--- src/hdl/page_framebuffer_line_draw_defines.svh ---
// Assertion macros shared by the framebuffer line-draw RTL.
`ifndef PAGE_FRAMEBUFFER_LINE_DRAW_DEFINES_SVH
`define PAGE_FRAMEBUFFER_LINE_DRAW_DEFINES_SVH

// Same-cycle implication, checked on aclk, off while aresetn is low.
`define PFLD_ASSERT_IMPL(label, ante, cons) \
    label: assert property (@(posedge aclk) disable iff (!aresetn) (ante) |-> (cons)) \
        else $error("pfld assertion failed");

// Next-cycle implication, checked on aclk, off while aresetn is low.
`define PFLD_ASSERT_NEXT(label, ante, cons) \
    label: assert property (@(posedge aclk) disable iff (!aresetn) (ante) |=> (cons)) \
        else $error("pfld assertion failed");

`endif

--- src/hdl/pfld_pkg.sv ---
// Shared types and constants for the page framebuffer line drawer.
package pfld_pkg;

    localparam int SCREEN_WIDTH  = 128;
    localparam int SCREEN_HEIGHT = 64;
    localparam int STORE_DEPTH   = 1024;
    localparam int ADDR_W        = 10;
    localparam int BYTE_W        = 8;
    localparam int COORD_W       = 10;
    localparam int DELTA_W       = COORD_W + 1;
    localparam int LEN_W         = COORD_W;
    localparam int FRAC_W        = 8;
    localparam int POS_W         = 12;
    localparam int ACC_W         = POS_W + FRAC_W;
    localparam int PIX_ADDR_W    = 14;
    localparam int DIVIDEND_W    = LEN_W + FRAC_W;
    localparam int QUO_W         = FRAC_W + 1;
    localparam int DIV_CNT_W     = 5;
    localparam int TDATA_W       = 64;
    localparam int TUSER_W       = 2;
    localparam logic [FRAC_W-1:0] ACC_HALF = 8'h80;

    typedef enum logic [1:0] {
        OP_DRAW = 2'd0,
        OP_READ = 2'd1,
        OP_FILL = 2'd2,
        OP_NONE = 2'd3
    } op_t;

    typedef enum logic [1:0] {
        COLOR_CLEAR  = 2'd0,
        COLOR_SET    = 2'd1,
        COLOR_TOGGLE = 2'd2,
        COLOR_KEEP   = 2'd3
    } color_t;

    typedef struct packed {
        logic              valid;
        logic [ADDR_W-1:0] addr;
        logic [BYTE_W-1:0] mask;
        color_t            color;
    } pix_req_t;

    typedef struct packed {
        logic              fill_start;
        logic [BYTE_W-1:0] fill_value;
        logic [ADDR_W-1:0] rd_addr;
    } store_ctl_t;

    typedef struct packed {
        logic              busy;
        logic [BYTE_W-1:0] rd_data;
    } store_stat_t;

endpackage

--- src/hdl/pfld_div.sv ---
// Bit-serial restoring divider for the line slope magnitude.
module pfld_div (
    input  logic                              aclk,
    input  logic                              aresetn,
    input  logic                              start,
    input  logic [pfld_pkg::DIVIDEND_W-1:0]   dividend,
    input  logic [pfld_pkg::LEN_W-1:0]        divisor,
    output logic                              busy,
    output logic [pfld_pkg::QUO_W-1:0]        quotient
);
    import pfld_pkg::*;

    logic                  busy_reg, busy_next;
    logic [DIV_CNT_W-1:0]  cnt_reg, cnt_next;
    logic [LEN_W-1:0]      rem_reg, rem_next;
    logic [DIVIDEND_W-1:0] dvd_reg, dvd_next;
    logic [DIVIDEND_W-1:0] quo_reg, quo_next;
    logic [LEN_W-1:0]      div_reg, div_next;
    logic                  zero_reg, zero_next;
    logic [LEN_W:0]        trial;
    logic                  fits;

    assign trial = {rem_reg, dvd_reg[DIVIDEND_W-1]};
    assign fits  = trial >= {1'b0, div_reg};

    always_comb begin
        busy_next = busy_reg;
        cnt_next  = cnt_reg;
        rem_next  = rem_reg;
        dvd_next  = dvd_reg;
        quo_next  = quo_reg;
        div_next  = div_reg;
        zero_next = zero_reg;
        if (start) begin
            busy_next = 1'b1;
            cnt_next  = DIV_CNT_W'(DIVIDEND_W - 1);
            rem_next  = '0;
            dvd_next  = dividend;
            quo_next  = '0;
            div_next  = divisor;
            zero_next = (divisor == '0);
        end else if (busy_reg) begin
            // one quotient bit per cycle
            rem_next = fits ? LEN_W'(trial - {1'b0, div_reg}) : trial[LEN_W-1:0];
            dvd_next = {dvd_reg[DIVIDEND_W-2:0], 1'b0};
            quo_next = {quo_reg[DIVIDEND_W-2:0], fits};
            cnt_next = cnt_reg - 1'b1;
            if (cnt_reg == '0) begin
                busy_next = 1'b0;
            end
        end
    end

    always_ff @(posedge aclk) begin
        if (!aresetn) begin
            busy_reg <= 1'b0;
            cnt_reg  <= '0;
        end else begin
            busy_reg <= busy_next;
            cnt_reg  <= cnt_next;
        end
        rem_reg  <= rem_next;
        dvd_reg  <= dvd_next;
        quo_reg  <= quo_next;
        div_reg  <= div_next;
        zero_reg <= zero_next;
    end

    assign busy     = busy_reg;
    assign quotient = zero_reg ? '0 : quo_reg[QUO_W-1:0];

endmodule

--- config.mk ---
export PLATFORM = sky130hd
export DESIGN_NAME = pfld_div
export DESIGN_NICKNAME = d
export VERILOG_FILES = /design/src/hdl/page_framebuffer_line_draw_defines.svh /design/src/hdl/pfld_pkg.sv /design/src/hdl/pfld_div.sv
export SDC_FILE = /design/constraint.sdc
export NUM_CORES = 1
export LEC_CHECK = 0
export BUFFER_PORTS_ARGS = -buffer_cell sky130_fd_sc_hd__buf_2
export CORE_MARGIN = 3
export CORE_UTILIZATION = 45
export CTS_CLUSTER_DIAMETER = 100
export CTS_CLUSTER_SIZE = 8
export DETAILED_ROUTE_END_ITERATION = 8
export PLACE_DENSITY_LB_ADDON = 0.25
export SETUP_SLACK_MARGIN = 0.2
export SYNTH_ARGS = -nofsm -noshare
export SYNTH_HDL_FRONTEND = slang
export SYNTH_SLANG_ARGS = --single-unit
--- constraint.sdc ---
create_clock -name aclk -period 2.35 [get_ports aclk]
set_input_delay 0 -clock aclk [delete_from_list [all_inputs] [get_ports aclk]]
set_output_delay 0 -clock aclk [all_outputs]
set_load 0.01 [all_outputs]
[Word-level counts from Yosys, hierarchy flattened]
Cells that the tools add are included.
Word-level totals
  output and inout port bits: 10
  register bits: 54
  input port bits: 31
  logic and storage cells: 25
Cells by class
  bitwise operators: 1
  reduce and logical (&&, ||, !) cells: 4
  order comparisons: 1
  multiplexer cells: 9
  add/sub/neg operators: 2
Operators with widths (count)
  $mux 18: 2
  $ge 11x10->1: 1
  $logic_not 10->1: 1
  $mux 10: 1
  $mux 5: 2
  $sub 10x10->10: 1
  $mux 9: 1
  $logic_not 5->1: 1
  $sub 5x1->5 const B: 1
  $mux 1: 3
  $reduce_bool 2->1: 1
  $reduce_or 2->1: 1
  $not 1->1: 1

[Logic depth before layout (Yosys ltp)]
Gate-level depths: netlist of the first run.
  depth after elaboration: 4
  depth in mapped cells: 9
  depth with buffers taken out: 9

[Least setup slack after synthesis of the first run]
Ideal clock, no wire load.
  path type: register -> register
  start point: register dvd_reg[17]
  end point: register rem_reg[4]
  data required time: 2198 ps
  clock period less this slack: 2049 ps
  buffers on the path: 0
  slack: 301 ps
  arrival: 1897 ps
  setup time: 152 ps
  cell stages (with the launch flop): 10
  cell sequence: edfxtp_1 -> inv_1 -> ha_1 -> inv_1 -> fa_1 -> a211oi_1 -> nor2_1 -> xor2_1 -> a211oi_1 -> a311oi_2
Between the ends
  longest elaborated chain between the ends: 2
  elaborated cells on any way between the ends: 3
  classes of those cells: add/sub: 1; order compare: 1; mux: 1
RTL lines
  start, declared: line pfld_div.sv:16  | logic [DIVIDEND_W-1:0] dvd_reg, dvd_next;
  start signal, assigned: line pfld_div.sv:63  | dvd_reg <= dvd_next;
  $sub 10x10->10 / $ge 11x10->1 (equally long branches): line pfld_div.sv:44, pfld_div.sv:24
  $mux 10 *: line pfld_div.sv:44  | rem_next = fits ? LEN_W'(trial - {1'b0, div_reg}) : trial[LEN_W-1:0];
  end signal, assigned: line pfld_div.sv:62  | rem_reg <= rem_next;
  end, declared: line pfld_div.sv:15  | logic [LEN_W-1:0] rem_reg, rem_next;
Mark *: on every way between the ends. The rest lies on a longest branch, timed or not.
A chain may end at the register's enable or synchronous reset.

[Final worst setup path of the first run]
  start point: register dvd_reg[17]
  end point: register rem_reg[6]
Same word-level chain as after synthesis.

==> results of run 1 <==
cell usage in the layout, fill, tap and decap left out, types with 2 or more instances in the layout:
| cell | count |
|---|---|
| sky130_fd_sc_hd__a211oi_2 | 2 |
| sky130_fd_sc_hd__xnor2_1 | 7 |
| sky130_fd_sc_hd__o22ai_1 | 2 |
| sky130_fd_sc_hd__edfxtp_1 | 29 |
| sky130_fd_sc_hd__o211ai_1 | 2 |
| sky130_fd_sc_hd__nand4_1 | 3 |
| sky130_fd_sc_hd__o21ai_0 | 7 |
| sky130_fd_sc_hd__a21boi_0 | 2 |
| sky130_fd_sc_hd__mux2i_1 | 8 |
| sky130_fd_sc_hd__xor2_1 | 4 |
| sky130_fd_sc_hd__dfxtp_1 | 25 |
| sky130_fd_sc_hd__nand2_1 | 6 |
| sky130_fd_sc_hd__nand4b_1 | 2 |
| sky130_fd_sc_hd__ha_1 | 6 |
| sky130_fd_sc_hd__mux2_2 | 18 |
| sky130_fd_sc_hd__inv_1 | 17 |
| sky130_fd_sc_hd__clkbuf_8 | 5 |
| sky130_fd_sc_hd__a311oi_2 | 3 |
| sky130_fd_sc_hd__nor3_2 | 2 |
| sky130_fd_sc_hd__dlygate4sd3_1 | 29 |
| sky130_fd_sc_hd__buf_2 | 40 |
| sky130_fd_sc_hd__ha_2 | 4 |
| sky130_fd_sc_hd__a21oi_1 | 2 |
| sky130_fd_sc_hd__or4_1 | 2 |
| sky130_fd_sc_hd__nor4_1 | 2 |
| sky130_fd_sc_hd__nor2b_1 | 10 |
| sky130_fd_sc_hd__buf_4 | 8 |
| sky130_fd_sc_hd__a211oi_1 | 5 |
| sky130_fd_sc_hd__a21o_1 | 2 |
| sky130_fd_sc_hd__nand3_1 | 4 |
| sky130_fd_sc_hd__o31ai_1 | 3 |
| sky130_fd_sc_hd__a31oi_1 | 4 |
| sky130_fd_sc_hd__nor2_1 | 23 |
| sky130_fd_sc_hd__o31a_1 | 2 |
| sky130_fd_sc_hd__and3_1 | 8 |
power by group:
| group | switching, mW | total, mW | internal (mW) |
|---|---|---|---|
| sequential | 0.0333 | 1.11 | 1.07 |
| clock | 0.324 | 0.649 | 0.325 |
| combinational | 0.232 | 0.457 | 0.224 |
worst register-to-register path, cell delays in order, from the launching register on:
cell	delay (ns)
sky130_fd_sc_hd__edfxtp_1	0.39
sky130_fd_sc_hd__inv_2	0.10
sky130_fd_sc_hd__ha_4	0.14
sky130_fd_sc_hd__inv_1	0.05
sky130_fd_sc_hd__fa_2	0.39
sky130_fd_sc_hd__a211oi_4	0.30
sky130_fd_sc_hd__o21bai_1	0.12
sky130_fd_sc_hd__a21oi_2	0.17
sky130_fd_sc_hd__xnor2_1	0.08
sky130_fd_sc_hd__o31a_1	0.23
what timing repair did:
action / in CTS / in global routing
hold endpoints to repair: 32 / 0
setup endpoints to repair: 3 / 8
gates resized for setup: 1 / 17
pin swaps: 1 / 6
hold buffers: 29 / 0
synthesized netlist by cell type, drive strengths merged, types with 3 or more instances:
library cell   n
nand4          3
o31ai          3
nand3          4
ha            11
a21oi          3
a31oi          4
mux2          18
xnor2          7
and3           8
buf            8
nor2          23
clkbuf         5
a211oi         8
nand2          6
mux2i          8
edfxtp        29
xor2           4
dfxtp         25
inv           18
a311oi         4
o21ai          7
nor2b         11
path summary, 6_finish.rpt:
kind,depth (start not counted),start,to,slack [ns]
max,9,dvd_reg[17],rem_reg[6],0.28
max reg2reg,9,dvd_reg[17],rem_reg[6],0.28
min reg2reg,2,cnt_reg[1],cnt_reg[1],0.50
min,4,start,cnt_reg[0],0.22
routing by layer:
layer | vias up | wire (um) | GRT usage [%]
met2 | 36 | 2907 | 28.67
met1 | 1050 | 2819 | 23.67
li1 | 1077 | - | -
met5 | - | 0 | 0
met3 | 9 | 191 | 3.495
met4 | 0 | 121 | 4.892
kinds of logic (layout without fill, tap and decap cells):
logic type | Yosys count | count (layout) | synth area share, %
flops | 54 | 54 | 48.54
xor+xnor | 11 | 11 | 3.410
compound gates | 50 | 50 | 14.39
buf+inv | 31 | 103 | 4.783
mux | 26 | 26 | 10.01
fa+ha+maj | 12 | 12 | 5.580
simple gates | 70 | 70 | 13.29
stage by stage:
step | area (um2) | power [mW] | hold WS [ns] | worst slack [ns]
2_1_floorplan | 2825 | 1.401 | 0.09887 | 0.3005
3_3_place_gp | 3112 | 1.505 | 0.1902 | 0.2107
3_5_place_dp | 3112 | 1.510 | 0.1897 | 0.1247
4_1_cts | 3525 | 2.196 | 0.2073 | 0.2271
5_1_grt | 3593 | 2.309 | 0.2295 | 0.1660
6_report | 3593 | 2.212 | 0.2152 | 0.2839
cell type report:
cell class | count | area, um2 | share of cell area (%)
tap | 75 | 93.84 | 2.611
multi-input combinational | 169 | 1393 | 38.75
clock inverter | 3 | 48.80 | 1.358
timing repair buffer | 77 | 550.5 | 15.32
inverter | 18 | 67.56 | 1.880
clock buffer | 5 | 68.82 | 1.915
sequential | 54 | 1371 | 38.16
==> results.md, run 1 <==
* **initial antenna violation count** 0
* **global route total overflow** 0
* **count of synthesis-stage warnings from yosys** 0
* **half-perimeter wire length after placement** 3948 um
* **longest individual stage delay on the worst path** 0.39 ns
* **Final Hold Fails** 0
* **# DRC** 0
* **worst min-delay path category** in2reg
* **setup_tns** 0 ns
* **first-pass GRT wire length** 10,210 um
* **overall via count from detail_route** 2,172
* **area grow syn2layout** 27.19%
* **Finished Core Util** 59.98%
* **post-CTS setup-driven buffer insertion count** 0
* **library cell with the largest summed area after synthesis** sky130_fd_sc_hd__edfxtp_1
* **1st-pass router iterations** 4
* **PortBufs** 40
* **maximum number of buffers from clock root to sink** 2
* **Max-cap violations** 0
* **transition at the pin with the smallest max-transition slack** 0.7247 ns
* **leakage component of the power** 1.460 nW
* **Max FO, Critical Path** 3
* **CTS H-Tree Depth** 2
* **count of mapped cells out of synthesis** 254
* **clock tree root buffer cell** sky130_fd_sc_hd__clkbuf_8
* **total power divided by cell area** 615.5 mW/mm2
* **largest net degree at the start of global routing** 43
* **buffering stage count on the worst path with inverters included** 2
* **data required time at the worst endpoint** 2.56 ns
* **area of the die** 0.007265 mm2
* **Final Slew Violations** 0
* **final estimated routing congestion in global placement** 0.8406
* **Routed WL** 6040 um
* **clock slew seen by the registers of the worst setup and hold paths** 0.10 ns
* **critical path, cell by cell** inv_2, ha_4, inv_1, fa_2, a211oi_4, o21bai_1, a21oi_2, xnor2_1, o31a_1
* **starting utilization of the core area** 47.16%
* **Peak VDD IR** 0.3659 mV
* **number of diodes** 0
* **top cells by area in the synthesized netlist** sky130_fd_sc_hd__edfxtp_1, sky130_fd_sc_hd__dfxtp_1, sky130_fd_sc_hd__mux2_2
* **number of different library cells in the post-synthesis netlist** 52
* **Num CTS Buffers** 5
* **maximum clock frequency** 484.0 MHz
* **number of clock sinks** 54
* **critical path type** reg2reg
* **largest delay contributor family on the critical path** compound AO/OA/AOI/OAI gates
* **predominant post-synthesis flop cell** sky130_fd_sc_hd__edfxtp_1
* **Detail Route Antenna Nets** 0
* **number of setup violations in the final report** 0
* **row cnt** 28
* **Routed WL per cell** 15.06 um
* **share of the clock period used by the worst path** 87.92%
* **count of non-filler cells in the finished layout** 401
* **remaining max-slew budget at the tightest pin** 51.57%
* **Setup Skew** 0.007996 ns
* **Mapped Area** 0.002825 mm2
* **Setup crit end kind** flip-flop
* **later-pin clock latency in the skew report** 0.31 ns
* **share of synthesized area occupied by flip-flops and latches** 48.54%
* **via count of the first global-routing pass** 2,158
* **width of the chip** 85.24 um
* **DP Cell Count** 364
* **top-area cell type share of the netlist area** 30.82%
* **Layout fillers** 466
* **initial detailed-routing violation count** 114
* **number of flops mapped to enable cells by yosys** 29
* **run status** completed
* **fraction of layout cells with a size suffix above 1** 29.45%
* **Avg Synthesized Cell Area** 11.12 um2
* **number of nets in the synthesized netlist** 297
* **gr usage total** 17.53%
* **signal arrival time at the worst endpoint** 2.28 ns
* **RSZ-0062 raised after global routing** yes
* **min cycle time layout** 2.066 ns
* **critical path startpoint category** flip-flop
* **final net count** 368
* **core area** 0.005991 mm2
* **cell with the largest stage delay on the worst path** sky130_fd_sc_hd__edfxtp_1
* **Die H** 85.24 um
* **Avg Vias per Cell** 5.416
* **max reg flops** 18
* **CTS tree** built
* **share of async-settable or async-resettable flops after synthesis** 0%
* **number of flip-flops and latches in the synthesized netlist** 54
* **I/O pin cnt** 41
Note: power is estimated with default switching activity, not from simulation.
==> run 2: changes to the inputs <==
--- a/config.mk
+++ b/config.mk
@@ -6,8 +6,10 @@
 export NUM_CORES = 1
 export LEC_CHECK = 0
 export BUFFER_PORTS_ARGS = -buffer_cell sky130_fd_sc_hd__buf_2
+export CELL_PAD_IN_SITES_DETAIL_PLACEMENT = 1
+export CELL_PAD_IN_SITES_GLOBAL_PLACEMENT = 2
 export CORE_MARGIN = 3
-export CORE_UTILIZATION = 45
+export CORE_UTILIZATION = 37
 export CTS_CLUSTER_DIAMETER = 100
 export CTS_CLUSTER_SIZE = 8
 export DETAILED_ROUTE_END_ITERATION = 8
==> results.md, run 2 (synthesis results as in run 1) <==
* **post-CTS setup-driven buffer insertion count** 0, unchanged
* **data required time at the worst endpoint** 2.56 ns, about the same
* **# DRC** 0, unchanged
* **setup_tns** 0 ns, unchanged
* **worst reg2reg endpoint** rem_reg[1]
* **final net count** 370, +0.54%
* **critical path, cell by cell** inv_1, ha_1, nor2b_1, o221a_2, o21bai_4, and2_4, buf_6, o311a_1
* **row cnt** 31, +11%
* **Num CTS Buffers** 5, unchanged
* **fraction of layout cells with a size suffix above 1** 29.57%, +0.13 points
* **largest delay contributor family on the critical path** compound AO/OA/AOI/OAI gates
* **Setup crit end kind** flip-flop
* **area of the die** 0.008720 mm2, +20%
* **remaining max-slew budget at the tightest pin** 51.38%, -0.19 points
* **total power divided by cell area** 610.9 mW/mm2, -0.74%
* **most used cells in the layout excluding fill and tap cells** sky130_fd_sc_hd__buf_2, sky130_fd_sc_hd__edfxtp_1, sky130_fd_sc_hd__dlygate4sd3_1
* **Final Slew Violations** 0, unchanged
* **number of clock sinks** 54, unchanged
* **Layout fillers** 783, +68%
* **gr usage total** 16.78%, -0.75 points
* **min cycle time layout** 2.103 ns, +0.03654 ns
* **1st-pass router iterations** 4, unchanged
* **Routed WL per cell** 16.19 um, +7.5%
* **Setup Skew** 0.008120 ns, +0.0001235 ns
* **initial detailed-routing violation count** 87, -24%
* **clock slew seen by the registers of the worst setup and hold paths** 0.10 ns, about the same
* **largest net degree at the start of global routing** 43, unchanged
* **maximum clock frequency** 475.6 MHz, -1.7%
* **longest individual stage delay on the worst path** 0.34 ns, -0.05 ns
* **clock tree root buffer cell** sky130_fd_sc_hd__clkbuf_8
* **Max FO, Critical Path** 8, +5
* **signal arrival time at the worst endpoint** 2.31 ns, +0.03 ns
* **number of cell instances on the worst register-to-register path** 8, -1
* **initial antenna violation count** 0, unchanged
* **cell with the largest stage delay on the worst path** sky130_fd_sc_hd__edfxtp_1
* **buffering stage count on the worst path with inverters included** 2, unchanged
* **critical path startpoint** div_reg[1]
* **CTS H-Tree Depth** 2, unchanged
* **transition at the pin with the smallest max-transition slack** 0.7275 ns, +0.002794 ns
* **Final WS setup** 0.2473 ns, -0.03654 ns
* **PortBufs** 40, unchanged
* **half-perimeter wire length after placement** 4645 um, +18%
* **max reg flops** 18, unchanged
* **first-pass GRT wire length** 11,490 um, +13%
* **RSZ-0062 raised after global routing** yes
* **number of diodes** 0, unchanged
* **core area** 0.007331 mm2, +22%
* **run status** completed
* **share of the clock period used by the worst path** 89.48%, +1.6 points
* **Max-cap violations** 0, unchanged
* **hold worst-path end** dvd_reg[17]
* **later-pin clock latency in the skew report** 0.32 ns, about the same
* **global route total overflow** 0, unchanged
* **leading cell type in the layout, fill and taps excluded** sky130_fd_sc_hd__buf_2
* **final estimated routing congestion in global placement** 0.8860, +5.4%
* **Avg Vias per Cell** 5.129, -5.3%
* **number of setup violations in the final report** 0, unchanged
* **area grow syn2layout** 29.50%
* **Reg2Reg Setup Slack** 0.25 ns, -0.04 ns
* **Peak VDD IR** 0.2685 mV, -27%
* **via count of the first global-routing pass** 2,308, +7.0%
* **worst min-delay path category** in2reg
* **critical path type** reg2reg
* **Placement Setup Slack** 0.07353 ns, -0.05121 ns
* **I/O pin cnt** 41, unchanged
* **hold wc startpoint** dividend[17]
* **Detail Route Antenna Nets** 0, unchanged
* **critical path startpoint category** flip-flop
* **leakage component of the power** 1.484 nW, +1.6%
* **Finished Core Util** 49.91%, -10 points
* **overall via count from detail_route** 2,190, +0.83%
* **Routed WL** 6914 um, +14%
* **Die H** 93.38 um, +9.6%
* **CTS tree** built
* **hold path depth** 2, -2
* **maximum number of buffers from clock root to sink** 2, unchanged
* **starting utilization of the core area** 38.54%, -8.6 points
* **width of the chip** 93.38 um, +9.6%
* **Final Hold Fails** 0, unchanged
* **total design power** 2.235 mW, +1.1%
* **Reg-to-Reg Start** div_reg[1]
-- run 2: cell count changes in the layout (fill, tap and decap cells not counted), sizes merged --
cell	delta
buf	+2
clkbuf	+1
dlygate4sd3	-1
-- run 2: metrics by stage --
stage	hold WS (ns)	cells	instance area, um2
floorplan	0.09887	254	2825
global placement	0.1936	390	3157
detailed placement	0.1907	390	3157
CTS	0.005764	426	3560
global route	0.007833	427	3659
finish	0.007992	427	3659
-- run 2: where the power goes --
group / switching (mW) / internal, mW
Clock: 0.336 / 0.325
Sequential: 0.0336 / 1.07
Combinational: 0.240 / 0.228
-- run 2: area by class of cell --
type	instances	area [um2]	area share [%]
tap	99	123.9	3.386
clock inverter	3	48.80	1.334
timing repair buffer	79	595.6	16.28
sequential	54	1371	37.48
clock buffer	5	68.82	1.881
inverter	18	67.56	1.847
multi-input combinational	169	1383	37.79
-- run 2: worst max-delay path by stage --
stage	endpoint	slack (ns)	cells past startpoint
5_1_grt	rem_reg[6]	0.18	9
6_report	rem_reg[1]	0.25	8
2_1_floorplan	rem_reg[4]	0.30	9
4_1_cts	rem_reg[6]	0.21	9
3_5_place_dp	rem_reg[6]	0.07	9
3_3_place_gp	rem_reg[6]	0.10	9
-- run 2: routing by layer --
layer | wire length [um] | track usage [%] | vias up
met5 | 0 | 0 | -
met4 | 74 | 4.396 | 0
met3 | 169 | 3.218 | 6
met2 | 3374 | 27.93 | 27
met1 | 3297 | 22.33 | 1076
li1 | - | - | 1081
-- run 2: repair_timing --
action | in CTS | in global routing
pin swaps | 1 | 11
hold buffers | 28 | 0
hold endpoints to repair | 31 | 0
setup endpoints to repair | 3 | 9
cloned | 0 | 1
resized for setup | 1 | 19
-- run 2: worst reg2reg max path: stages (launching register included) --
cell                       delay, ns
sky130_fd_sc_hd__edfxtp_1       0.34
sky130_fd_sc_hd__inv_1          0.07
sky130_fd_sc_hd__ha_1           0.30
sky130_fd_sc_hd__nor2b_1        0.26
sky130_fd_sc_hd__o221a_2        0.31
sky130_fd_sc_hd__o21bai_4       0.11
sky130_fd_sc_hd__and2_4         0.18
sky130_fd_sc_hd__buf_6          0.14
sky130_fd_sc_hd__o311a_1        0.29
==> run 3: changes to the inputs <==
--- a/config.mk
+++ b/config.mk
@@ -14,6 +14,7 @@
 export CTS_CLUSTER_SIZE = 8
 export DETAILED_ROUTE_END_ITERATION = 8
 export PLACE_DENSITY_LB_ADDON = 0.25
+export RECOVER_POWER = 25
 export SETUP_SLACK_MARGIN = 0.2
 export SYNTH_ARGS = -nofsm -noshare
 export SYNTH_HDL_FRONTEND = slang
==> results.md, run 3 (synthesis results as in run 1) <==
* **fraction of layout cells with a size suffix above 1** 26.83%, -2.7 points
* **Setup crit end kind** flip-flop
* **number of clock sinks** 54, unchanged
* **clock slew seen by the registers of the worst setup and hold paths** 0.11 ns, about the same
* **half-perimeter wire length after placement** 4645 um, unchanged
* **sequential group share of total power** 49.5%, about the same
* **most used cells in the layout excluding fill and tap cells** sky130_fd_sc_hd__buf_2, sky130_fd_sc_hd__edfxtp_1, sky130_fd_sc_hd__dlygate4sd3_1
* **Avg Vias per Cell** 5.136, +0.14%
* **setup_tns** 0 ns, unchanged
* **RSZ-0062 raised after global routing** yes
* **Num CTS Buffers** 5, unchanged
* **overall via count from detail_route** 2,193, +0.14%
* **maximum number of buffers from clock root to sink** 2, unchanged
* **data required time at the worst endpoint** 2.46 ns, -0.10 ns
* **critical path, cell by cell** inv_2, ha_4, a21o_1, or3_4, o21bai_4, and2_4, buf_4, a211oi_1
* **Die H** 93.38 um, unchanged
* **hold slack final** 0.01004 ns, +0.002043 ns
* **PortBufs** 40, unchanged
* **share of the clock period used by the worst path** 89.42%, about the same
* **# DRC** 0, unchanged
* **worst min-delay path category** in2reg
* **Final Slew Violations** 43, +43
* **cell with the largest stage delay on the worst path** sky130_fd_sc_hd__edfxtp_1
* **1st-pass router iterations** 4, unchanged
* **signal arrival time at the worst endpoint** 2.21 ns, -0.10 ns
* **max reg flops** 18, unchanged
* **Routed WL per cell** 16.22 um, +0.16%
* **area grow syn2layout** 29.01%
* **leakage component of the power** 1.458 nW, -1.7%
* **min cycle time layout** 2.101 ns, -0.001305 ns
* **Clock Power Share** 29.5%, about the same
* **initial antenna violation count** 0, unchanged
* **CTS tree** built
* **Peak VDD IR** 0.2686 mV, about the same
* **maximum clock frequency** 475.9 MHz, about the same
* **width of the chip** 93.38 um, unchanged
* **longest individual stage delay on the worst path** 0.40 ns, +0.06 ns
* **Max FO, Critical Path** 6, -2
* **Setup Skew** 0.008117 ns, -0.000002860 ns
* **violations in the final reports** max-capacitance violations, max-slew violations
* **gr usage total** 16.78%, unchanged
* **largest delay contributor family on the critical path** simple AND/OR/NAND/NOR gates
* **critical path startpoint category** flip-flop
* **switching power summed over all nets** 609.4 uW, about the same
* **row cnt** 31, unchanged
* **CTS H-Tree Depth** 2, unchanged
* **critical path type** reg2reg
* **total power divided by cell area** 612.9 mW/mm2, +0.33%
* **starting utilization of the core area** 38.54%, unchanged
* **initial detailed-routing violation count** 98, +13%
* **transition at the pin with the smallest max-transition slack** 2.159 ns, +1.432 ns
* **clock tree root buffer cell** sky130_fd_sc_hd__clkbuf_8
* **core area** 0.007331 mm2, unchanged
* **largest net degree at the start of global routing** 43, unchanged
* **switching part of the total** 27.28%, about the same
* **I/O pin cnt** 41, unchanged
* **first-pass GRT wire length** 11,490 um, unchanged
* **buffering stage count on the worst path with inverters included** 2, unchanged
* **final estimated routing congestion in global placement** 0.8860, unchanged
* **Final Hold Fails** 0, unchanged
* **Max-cap violations** 1, +1
* **via count of the first global-routing pass** 2,308, unchanged
* **final net count** 370, unchanged
* **Routed WL** 6925 um, +0.16%
* **run status** finished with violations
* **later-pin clock latency in the skew report** 0.32 ns, about the same
* **internal power** 1.625 mW, about the same
* **global route total overflow** 0, unchanged
* **leading cell type in the layout, fill and taps excluded** sky130_fd_sc_hd__buf_2
* **number of setup violations in the final report** 0, unchanged
* **Detail Route Antenna Nets** 0, unchanged
* **Combinational Power Share** 20.9%, about the same
* **number of diodes** 0, unchanged
* **area of the die** 0.008720 mm2, unchanged
* **remaining max-slew budget at the tightest pin** -43.94%, -95 points
## run 3: through the flow
step                      util [%]  instances  total power, mW  instance area (um2)  setup WS, ns
after floorplan                  -        254            1.401                 2825        0.3005
after CTS                    48.56        426            2.232                 3560        0.2062
after detailed placement     43.06        390            1.526                 3157       0.07353
final                        49.72        427            2.234                 3645        0.2486
after global routing         49.72        427            2.347                 3645        0.1217
after global placement       43.06        390            1.520                 3157        0.1030
## run 3: final timing paths
kind / slack, ns / from / depth (start not counted) / endpoint
worst min register to register: 0.50 / quo_reg[8] / 2 / quo_reg[8]
worst max register to register: 0.25 / div_reg[6] / 8 / quo_reg[0]
worst min-delay path: 0.01 / dividend[17] / 2 / dvd_reg[17]
worst max-delay path: 0.25 / div_reg[6] / 8 / quo_reg[0]
## run 3: cell type report
type / instances / area, um2
clock buffer: 5 / 68.82
timing repair buffer: 79 / 581.8
inverter: 18 / 67.56
sequential: 54 / 1371
fill: 791 / 3686
clock inverter: 3 / 48.80
tap: 99 / 123.9
multi-input combinational: 169 / 1383
## run 3: what timing repair did
action	in CTS	in global routing
cloned	0	1
hold buffers	28	0
gates resized for setup	1	19
endpoints found under the setup margin	3	9
pin swaps	1	11
setup buffers	0	0
hold endpoints to repair	31	0
## run 3: metal layers
layer	routed length [um]	vias to the layer above	global-route usage, %
li1	-	1083	-
met1	3289	1074	22.33
met2	3386	30	27.93
met3	183	6	3.218
met4	66	0	4.396
met5	0	-	0
## run 3: power groups by stage
stage / Sequential (mW) / Combinational (mW) / Clock [mW]
finish: 1.11 / 0.468 / 0.660
global route: 1.12 / 0.516 / 0.715
CTS: 1.11 / 0.442 / 0.685
detailed placement: 1.13 / 0.400 / 0
global placement: 1.12 / 0.396 / 0
floorplan: 1.11 / 0.287 / 0
